==> src/rtl/core/ffsa_pkg.sv <==
`timescale 1ns / 1ps

package ffsa_pkg;

	localparam int SEG_N  = 32;
	localparam int IDX_W  = $clog2(SEG_N);
	localparam int CNT_W  = IDX_W + 1;
	localparam int ADDR_W = 16;
	localparam int CMD_W  = 3;

	localparam logic [ADDR_W-1:0] REGION_RESET = ADDR_W'(4096);

	typedef enum logic [CMD_W-1:0] {
		CMD_ALLOC  = 3'd0,
		CMD_FREE   = 3'd1,
		CMD_SHRINK = 3'd2,
		CMD_EXPAND = 3'd3,
		CMD_CLEAN  = 3'd4
	} cmd_t;

	typedef enum logic [1:0] {
		RS_OK        = 2'd0,
		RS_NO_SPACE  = 2'd1,
		RS_NOT_FOUND = 2'd2,
		RS_BAD       = 2'd3
	} res_st_t;

	typedef enum logic [1:0] {
		SS_UNALLOC  = 2'd0,
		SS_RESERVED = 2'd1,
		SS_FREED    = 2'd2,
		SS_AVAIL    = 2'd3
	} seg_st_t;

	typedef enum logic [4:0] {
		OP_NONE,
		OP_START,
		OP_NEXT,
		OP_FAIL,
		OP_ALLOC_EXACT,
		OP_ALLOC_SPLIT,
		OP_FREE,
		OP_FOUND,
		OP_SHR_GROW,
		OP_SHR_INS,
		OP_EXP_CLOSE,
		OP_EXP_TRIM,
		OP_MARK,
		OP_MERGE_INIT,
		OP_MERGE,
		OP_MERGE_SKIP,
		OP_LOAD_OUT
	} dp_op_t;

	typedef enum logic [3:0] {
		S_IDLE,
		S_DISPATCH,
		S_ALLOC,
		S_FIND,
		S_SHRINK,
		S_EXPAND,
		S_MARK,
		S_MERGE_INIT,
		S_MERGE,
		S_DONE
	} ctl_state_t;

	typedef struct packed {
		dp_op_t  op;
		res_st_t fail_st;
	} ctl_cmd_t;

	typedef struct packed {
		logic [CMD_W-1:0] cmd;
		logic             size_zero;
		logic             in_range;
		logic             row_free;
		logic             row_res;
		logic             addr_hit;
		logic             len_ge;
		logic             len_eq;
		logic             full;
		logic             next_short;
		logic             next_eq;
		logic             acc_free;
		logic             out_busy;
	} dp_stat_t;

endpackage

==> src/rtl/core/ffsa_ctl.sv <==
`timescale 1ns / 1ps

module ffsa_ctl (
	input  logic                clk,
	input  logic                arst_n,
	input  logic                in_valid,
	output logic                in_stall,
	input  ffsa_pkg::dp_stat_t  stat,
	output ffsa_pkg::ctl_cmd_t  ctl
);

	ffsa_pkg::ctl_state_t state_q, state_d;

	always_ff @(posedge clk or negedge arst_n) begin
		if (!arst_n) begin
			state_q <= ffsa_pkg::S_IDLE;
		end else begin
			state_q <= state_d;
		end
	end

	always_comb begin
		state_d = state_q;
		unique case (state_q)
			ffsa_pkg::S_IDLE: if (in_valid) state_d = ffsa_pkg::S_DISPATCH;
			ffsa_pkg::S_DISPATCH: begin
				unique case (stat.cmd)
					ffsa_pkg::CMD_ALLOC:
						state_d = stat.size_zero ? ffsa_pkg::S_DONE : ffsa_pkg::S_ALLOC;
					ffsa_pkg::CMD_FREE, ffsa_pkg::CMD_SHRINK, ffsa_pkg::CMD_EXPAND:
						state_d = ffsa_pkg::S_FIND;
					ffsa_pkg::CMD_CLEAN: state_d = ffsa_pkg::S_MARK;
					default: state_d = ffsa_pkg::S_DONE;
				endcase
			end
			ffsa_pkg::S_ALLOC: begin
				if (!stat.in_range || (stat.row_free && stat.len_ge)) begin
					state_d = ffsa_pkg::S_DONE;
				end
			end
			ffsa_pkg::S_FIND: begin
				priority if (!stat.in_range) begin
					state_d = ffsa_pkg::S_DONE;
				end else if (stat.row_res && stat.addr_hit) begin
					state_d = ffsa_pkg::S_DONE;
					if (stat.cmd == ffsa_pkg::CMD_SHRINK && !stat.size_zero
					    && stat.len_ge && !stat.len_eq) begin
						state_d = ffsa_pkg::S_SHRINK;
					end
					if (stat.cmd == ffsa_pkg::CMD_EXPAND && !stat.size_zero && !stat.len_ge) begin
						state_d = ffsa_pkg::S_EXPAND;
					end
				end else begin
					state_d = state_q;
				end
			end
			ffsa_pkg::S_SHRINK, ffsa_pkg::S_EXPAND: state_d = ffsa_pkg::S_DONE;
			ffsa_pkg::S_MARK:       state_d = ffsa_pkg::S_MERGE_INIT;
			ffsa_pkg::S_MERGE_INIT: state_d = ffsa_pkg::S_MERGE;
			ffsa_pkg::S_MERGE:      if (!stat.in_range) state_d = ffsa_pkg::S_DONE;
			ffsa_pkg::S_DONE:       if (!stat.out_busy) state_d = ffsa_pkg::S_IDLE;
			default:                state_d = ffsa_pkg::S_IDLE;
		endcase
	end

	always_comb begin
		ctl.op      = ffsa_pkg::OP_NONE;
		ctl.fail_st = ffsa_pkg::RS_BAD;
		in_stall    = (state_q != ffsa_pkg::S_IDLE);
		unique case (state_q)
			ffsa_pkg::S_IDLE: if (in_valid) ctl.op = ffsa_pkg::OP_START;
			ffsa_pkg::S_DISPATCH: begin
				unique case (stat.cmd)
					ffsa_pkg::CMD_ALLOC: if (stat.size_zero) ctl.op = ffsa_pkg::OP_FAIL;
					ffsa_pkg::CMD_FREE, ffsa_pkg::CMD_SHRINK,
					ffsa_pkg::CMD_EXPAND, ffsa_pkg::CMD_CLEAN: ctl.op = ffsa_pkg::OP_NONE;
					default: ctl.op = ffsa_pkg::OP_FAIL;
				endcase
			end
			ffsa_pkg::S_ALLOC: begin
				priority if (!stat.in_range) begin
					ctl.op      = ffsa_pkg::OP_FAIL;
					ctl.fail_st = ffsa_pkg::RS_NO_SPACE;
				end else if (stat.row_free && stat.len_ge) begin
					priority if (stat.len_eq) ctl.op = ffsa_pkg::OP_ALLOC_EXACT;
					else if (stat.full)       ctl.op = ffsa_pkg::OP_FAIL;
					else                      ctl.op = ffsa_pkg::OP_ALLOC_SPLIT;
				end else begin
					ctl.op = ffsa_pkg::OP_NEXT;
				end
			end
			ffsa_pkg::S_FIND: begin
				priority if (!stat.in_range) begin
					ctl.op      = ffsa_pkg::OP_FAIL;
					ctl.fail_st = ffsa_pkg::RS_NOT_FOUND;
				end else if (stat.row_res && stat.addr_hit) begin
					priority if (stat.cmd == ffsa_pkg::CMD_FREE) begin
						ctl.op = ffsa_pkg::OP_FREE;
					end else if (stat.cmd == ffsa_pkg::CMD_SHRINK) begin
						ctl.op = (stat.size_zero || !stat.len_ge)
							? ffsa_pkg::OP_FAIL : ffsa_pkg::OP_FOUND;
					end else begin
						ctl.op = (stat.size_zero || (stat.len_ge && !stat.len_eq))
							? ffsa_pkg::OP_FAIL : ffsa_pkg::OP_FOUND;
					end
				end else begin
					ctl.op = ffsa_pkg::OP_NEXT;
				end
			end
			ffsa_pkg::S_SHRINK: begin
				priority if (stat.in_range && stat.row_free) ctl.op = ffsa_pkg::OP_SHR_GROW;
				else if (stat.full)                          ctl.op = ffsa_pkg::OP_FAIL;
				else                                         ctl.op = ffsa_pkg::OP_SHR_INS;
			end
			ffsa_pkg::S_EXPAND: begin
				priority if (!stat.in_range || !stat.row_free || stat.next_short) begin
					ctl.op      = ffsa_pkg::OP_FAIL;
					ctl.fail_st = ffsa_pkg::RS_NO_SPACE;
				end else if (stat.next_eq) begin
					ctl.op = ffsa_pkg::OP_EXP_CLOSE;
				end else begin
					ctl.op = ffsa_pkg::OP_EXP_TRIM;
				end
			end
			ffsa_pkg::S_MARK:       ctl.op = ffsa_pkg::OP_MARK;
			ffsa_pkg::S_MERGE_INIT: ctl.op = ffsa_pkg::OP_MERGE_INIT;
			ffsa_pkg::S_MERGE: begin
				if (stat.in_range) begin
					ctl.op = (stat.acc_free && stat.row_free)
						? ffsa_pkg::OP_MERGE : ffsa_pkg::OP_MERGE_SKIP;
				end
			end
			ffsa_pkg::S_DONE: if (!stat.out_busy) ctl.op = ffsa_pkg::OP_LOAD_OUT;
			default: ctl.op = ffsa_pkg::OP_NONE;
		endcase
	end

endmodule

==> config.mk <==
export PLATFORM = sky130hd
export DESIGN_NAME = ffsa_ctl
export DESIGN_NICKNAME = d
export VERILOG_FILES = /design/src/rtl/core/ffsa_pkg.sv /design/src/rtl/core/ffsa_ctl.sv
export SDC_FILE = /design/constraint.sdc
export NUM_CORES = 1
export LEC_CHECK = 0
export BUFFER_PORTS_ARGS = -buffer_cell sky130_fd_sc_hd__clkbuf_2
export CORE_MARGIN = 2
export CORE_UTILIZATION = 50
export CTS_CLUSTER_SIZE = 14
export DETAILED_ROUTE_END_ITERATION = 8
export HOLD_SLACK_MARGIN = 0.08
export PLACE_DENSITY = 0.82
export SYNTH_ARGS = -nofsm -noshare
export SYNTH_HDL_FRONTEND = slang
export SYNTH_SLANG_ARGS = --single-unit
export TNS_END_PERCENT = 50
==> constraint.sdc <==
create_clock -name clk -period 2.9 [get_ports clk]
set_input_delay 0.435 -clock clk [delete_from_list [all_inputs] [get_ports clk]]
set_output_delay 0.435 -clock clk [all_outputs]
set_load 0.01 [all_outputs]
==> impl_metrics.json, run 1 <==
{
  "endpoint_kind": "primary output",
  "core_mm2": 0.001506,
  "final_util_pct": 62.38,
  "drcViolationCount": 0,
  "hp-class": "input pin to register",
  "rows": 14,
  "dp.cells": 143,
  "r2r_start": "state_q[1]$_DFFE_PN0P_",
  "syn_area_um2": 802.0,
  "p_leak_nw": 0.3829,
  "slew_headroom_pct": 59.25,
  "reg2reg_to": "state_q[3]$_DFFE_PN0P_",
  "cts_resized": 0,
  "post-cts-setup-buffers": 0,
  "htreeDepth": 1,
  "fin_cells": 147,
  "vias_per_cell": 6.388,
  "status": "finished, final reports clean",
  "arrival_ns": 1.92,
  "finalPower_w": 0.0006453,
  "p_per_area_mw_per_mm2": 686.7,
  "dp_hpwl_um": 1609,
  "grt_pass1_wl_um": 3788,
  "area_delta_synth_final_pct": 17.16,
  "ys.flop_type": "dfrtp_1",
  "synth.avg_cell_area_um2": 7.291,
  "synth_edf_count": 0,
  "worstHoldStart": "stat[0]",
  "ant_nets": 0,
  "cts_made_buffers": 3,
  "syn_inst": 110,
  "cts_root_buf": "clkbuf_4",
  "hold_depth": 3,
  "path_class": "register to primary output",
  "finalSetupTns_ns": 0,
  "cts.sinks": 4,
  "cts_buffer_depth": 2,
  "syn_nets": 128,
  "min_to": "state_q[0]$_DFFE_PN0P_",
  "final-hold-violation-count": 0,
  "die-width_um": 44.05,
  "ios": 26,
  "drive_gt1_share_pct": 29.01,
  "drv_cap": 0,
  "grt_max_degree": 20,
  "antenna_found_initial": 0,
  "initialDrtViolationCount": 55,
  "yosysWarnings": 0,
  "crit_fanout": 18,
  "path_clk_slew_ns": 0.04,
  "fmax_mhz": 424.4,
  "antenna_cells": 0,
  "async_flop_share_pct": 100.0,
  "cts_tree": "done",
  "largest-register": "state_q",
  "grt_pass1_vias": 852,
  "rsz0062_at_grt": "false",
  "die_y_um": 44.05,
  "start_kind": "register",
  "vias": 939,
  "port-buffer-count": 25,
  "fin_hold_ws_ns": 0.4839,
  "rr_worst_depth": 4,
  "synth_cell_types": 48,
  "gr-total-overflow": 0,
  "slew_viol_final": 0,
  "finalCritPeriodShare_pct": 81.26,
  "cp.required_ns": 2.47,
  "reg.largest.list": "state_q (4)",
  "routed_wl_um": 2161,
  "place_congestion": 0.8493,
  "dieArea_mm2": 0.001940,
  "nets": 151,
  "insertion_delay_ns": 0.23,
  "first_pass_iters": 4,
  "yosys_register_bits": 4,
  "largest_reg_flops": 4,
  "track_usage_pct": 25.57,
  "worst_clock_skew_ns": 0.006072,
  "setup_viol": 0,
  "period_minus_slack_ns": 2.356,
  "synth-seq-area-share_pct": 12.48,
  "post_drt_wl_per_cell_um": 14.70,
  "initial_core_util_pct": 53.24,
  "r2r_slack_ns": 1.07,
  "peakVddDrop_v": 0.0003758,
  "tightest_slew_ns": 0.6113
}
[cells in the mapped netlist, types with 2 or more instances]
| library cell | number | area (µm²) |
|---|---|---|
| a211oi_1 | 4 | 30.03 |
| a21oi_1 | 6 | 30.03 |
| a31oi_1 | 3 | 18.77 |
| and3_1 | 3 | 18.77 |
| buf_2 | 5 | 25.02 |
| dfrtp_1 | 4 | 100.1 |
| inv_1 | 5 | 18.77 |
| nand2_1 | 6 | 22.52 |
| nand2b_1 | 5 | 31.28 |
| nand3_1 | 3 | 15.01 |
| nor2_1 | 6 | 22.52 |
| nor2b_1 | 10 | 62.56 |
| nor3_1 | 3 | 15.01 |
| nor3b_1 | 2 | 15.01 |
| o21ai_0 | 7 | 35.03 |
| o21ai_1 | 3 | 15.01 |
| o22ai_1 | 2 | 12.51 |
| o311ai_1 | 2 | 17.52 |
| o31ai_1 | 2 | 15.01 |
[worst max-delay path, stage by stage (launching register included)]
cell	delay [ns]
dfrtp_1	0.72
nand4bb_1	0.27
a211oi_1	0.33
a311oi_1	0.08
o311ai_1	0.10
clkbuf_2	0.18
[kinds of logic after synthesis]
family,count (synthesis),share of synthesized area (%)
AOI/OAI and AO/OA,41,35.73
buffers and inverters,14,7.799
and+or+nand+nor,49,41.65
muxes,1,1.248
DFF,4,12.48
xor gates and xnor gates,1,1.092
[power breakdown]
part / total (W) / internal [W] / switching, W / leakage [nW]
Clock: 0.0000654 / 0.0000460 / 0.0000193 / 0.0138
Combinational: 0.000402 / 0.000197 / 0.000205 / 0.318
Sequential: 0.000178 / 0.0000759 / 0.000102 / 0.0511
[metal layers]
metal / up-vias / part of all wire, % / global-route usage (%)
li1: 464 / - / -
met1: 436 / 44 / 34.34
met2: 37 / 50 / 44.41
met3: 2 / 5.3 / 1.224
met4: 0 / 0.56 / 7.273
met5: - / 0 / 0
[how the worst max path moves through the flow]
stage / from / endpoint / slack [ns] / cells past startpoint
6_report: state_q[0]$_DFFE_PN0P_ / ctl[2] / 0.54 / 5
3_3_place_gp: stat[12] / ctl[2] / 0.72 / 6
3_5_place_dp: stat[12] / ctl[2] / 0.66 / 6
2_1_floorplan: stat[12] / ctl[3] / 1.04 / 4
5_1_grt: state_q[1]$_DFFE_PN0P_ / ctl[2] / 0.41 / 5
4_1_cts: state_q[0]$_DFFE_PN0P_ / ctl[2] / 0.57 / 5
[cell usage in the layout (no fill, tap or decap), types with 2 or more instances in the layout]
cell type	synthesis	routed
clkbuf_2	0	25
nand3_1	3	3
nor3b_1	2	2
nand2b_1	5	5
dfrtp_1	4	4
inv_1	5	5
a211oi_1	4	4
and3_1	3	3
nor2b_1	10	10
clkbuf_4	0	3
nor3_1	3	3
a21oi_1	6	6
nand2_1	6	6
o21ai_1	3	3
a31oi_1	3	3
o31ai_1	2	2
o22ai_1	2	2
nor2_1	6	6
o311ai_1	2	2
o21ai_0	7	7
[stage by stage]
stage                     instance area, µm²  setup slack, ns
after floorplan                        802.0            1.043
after global placement                 907.1           0.7210
after detailed placement               907.1           0.6551
after CTS                              939.7           0.5703
after global routing                   939.7           0.4075
final                                  939.7           0.5436
[cell type report]
cell class | count | area, µm²
multi-input cells | 92 | 639.4
well taps | 16 | 20.02
clock buffers | 3 | 22.52
fillers | 147 | 566.8
repair buffers | 26 | 135.1
flip-flops and latches | 4 | 100.1
inverters | 6 | 22.52
[repair_timing]
item / in CTS / in global routing
endpoints found under the hold margin: 4 / 0
hold buffers: 1 / 0
setup endpoints to repair: 0 / 0
Power figures use the tool's default switching activity.
==> run 2: changes to the inputs <==
--- a/config.mk
+++ b/config.mk
@@ -7,11 +7,11 @@
 export LEC_CHECK = 0
 export BUFFER_PORTS_ARGS = -buffer_cell sky130_fd_sc_hd__clkbuf_2
 export CORE_MARGIN = 2
-export CORE_UTILIZATION = 50
+export CORE_UTILIZATION = 45
 export CTS_CLUSTER_SIZE = 14
 export DETAILED_ROUTE_END_ITERATION = 8
 export HOLD_SLACK_MARGIN = 0.08
-export PLACE_DENSITY = 0.82
+export PLACE_DENSITY = 0.78
 export SYNTH_ARGS = -nofsm -noshare
 export SYNTH_HDL_FRONTEND = slang
 export SYNTH_SLANG_ARGS = --single-unit
==> constraint.sdc (replaced) <==
create_clock -name clk -period 1.96 [get_ports clk]
set_input_delay 0.294 -clock clk [delete_from_list [all_inputs] [get_ports clk]]
set_output_delay 0.294 -clock clk [all_outputs]
set_load 0.01 [all_outputs]
==> impl_metrics.json, run 2 (synthesis results as in run 1) <==
{
  "cp.required_ns": 1.67,
  "rr_worst_depth": 5,
  "cts_tree": "done",
  "p_leak_nw": 0.4600,
  "core_mm2": 0.001708,
  "area_delta_synth_final_pct": 38.38,
  "initialDrtViolationCount": 41,
  "rows": 15,
  "status": "finished, final reports clean",
  "cts.sinks": 4,
  "antenna_found_initial": 0,
  "routed_wl_um": 2462,
  "startpoint": "state_q[0]$_DFFE_PN0P_",
  "fin_area_mm2": 0.001110,
  "tightest_slew_ns": 0.3523,
  "reg2reg_to": "state_q[1]$_DFFE_PN0P_",
  "track_usage_pct": 23.38,
  "ant_nets": 0,
  "port-buffer-count": 25,
  "vias_per_cell": 6.053,
  "grt_pass1_vias": 856,
  "nets": 166,
  "endpoint": "ctl[2]",
  "place_congestion": 0.8991,
  "rsz0062_at_grt": "true",
  "die_y_um": 46.22,
  "worst_clock_skew_ns": 0.008338,
  "initial_core_util_pct": 46.96,
  "path_clk_slew_ns": 0.04,
  "r2r_slack_ns": 0.22,
  "drv_cap": 0,
  "period_minus_slack_ns": 1.881,
  "die-width_um": 46.22,
  "first_pass_iters": 4,
  "cts_buffer_depth": 2,
  "slew_headroom_pct": 76.41,
  "largest_reg_flops": 4,
  "arrival_ns": 1.59,
  "slew_viol_final": 0,
  "grt_max_degree": 16,
  "crit_fanout": 11,
  "fin_hold_ws_ns": 0.3590,
  "cts_made_buffers": 3,
  "post_drt_wl_per_cell_um": 14.40,
  "hp-class": "input pin to register",
  "drcViolationCount": 0,
  "gr-total-overflow": 0,
  "fmax_mhz": 531.6,
  "vias": 1035,
  "dieArea_mm2": 0.002136,
  "cts_root_buf": "clkbuf_4",
  "layout.cells.most_common": "clkbuf_2",
  "setup_viol": 0,
  "htreeDepth": 1,
  "reg.largest.list": "state_q (4)",
  "r2r_start": "state_q[2]$_DFFE_PN0P_",
  "antenna_cells": 0,
  "insertion_delay_ns": 0.24,
  "layout_common_cells": "clkbuf_2 (25), buf_4 (13), nor2b_1 (10)",
  "dp_hpwl_um": 1809,
  "p_per_area_mw_per_mm2": 1054,
  "final-hold-violation-count": 0,
  "drive_gt1_share_pct": 41.78,
  "finalCritPeriodShare_pct": 95.98,
  "peakVddDrop_v": 0.0005629,
  "grt_pass1_wl_um": 3650,
  "path_class": "register to primary output",
  "endpoint_kind": "primary output",
  "place_area_mm2": 0.001006,
  "start_kind": "register",
  "ios": 26,
  "largest-register": "state_q"
}
## run 2: cell count changes in the layout (fill, tap and decap cells not counted), sizes merged
cell	before	now
buf	0	15
## run 2: what timing repair did
item                                    CTS  global route
pin swaps                                 0             2
endpoints found under the setup margin    1             3
setup buffers                             0             5
endpoints found under the hold margin     4             0
gates resized for setup                   2             7
hold buffers                              1             0
## run 2: power breakdown
part	internal, W	switching, W	total [W]	leakage (nW)
clock network	0.0000685	0.0000348	0.000103	0.0138
registers	0.000121	0.0000724	0.000193	0.0459
logic	0.000435	0.000437	0.000873	0.400
## run 2: layout make-up
class	instances	area, µm²
sequential	4	105.1
inverter	6	22.52
clock buffer	3	22.52
fill	145	598.1
tap	25	31.28
multi-input combinational	92	670.6
timing repair buffer	41	257.7
## run 2: worst min path at each step
stage,depth (start not counted),slack (ns),start,endpoint
4_1_cts,3,0.36,stat[0],state_q[0]$_DFFE_PN0P_
3_3_place_gp,1,0.1,arst_n,state_q[0]$_DFFE_PN0P_
2_1_floorplan,0,-0.002,arst_n,state_q[0]$_DFFE_PN0P_
5_1_grt,3,0.39,stat[0],state_q[0]$_DFFE_PN0P_
6_report,3,0.36,stat[0],state_q[0]$_DFFE_PN0P_
3_5_place_dp,1,0.10,arst_n,state_q[3]$_DFFE_PN0P_
## run 2: critical path: stages (launching register included)
cell and delay, ns:
dfrtp_2 0.44, buf_12 0.16, nor4b_4 0.32, a311oi_1 0.14, o311ai_1 0.10, buf_2 0.18
## run 2: metrics by stage
stage / util (%) / TNS (ns) / instances / worst slack (ns) / total power [W]
after floorplan: - / 0 / 110 / 0.3400 / 0.0006939
after global placement: 58.90 / 0 / 162 / 0.1180 / 0.0009403
after detailed placement: 58.90 / 0 / 162 / 0.08621 / 0.0009573
after CTS: 61.83 / 0 / 166 / 0.005095 / 0.001090
after global routing: 64.98 / -0.006840 / 171 / -0.006840 / 0.001251
final: 64.98 / 0 / 171 / 0.07884 / 0.001169
## run 2: routing by layer
metal	track usage (%)	wire length, µm	share of wire (%)	vias to the layer above
met1	29.67	1034	42	481
met2	41.11	1240	50	55
met5	0	0	0	-
met3	1.176	153	6.2	6
met4	8.571	34	1.4	0
li1	-	-	-	493
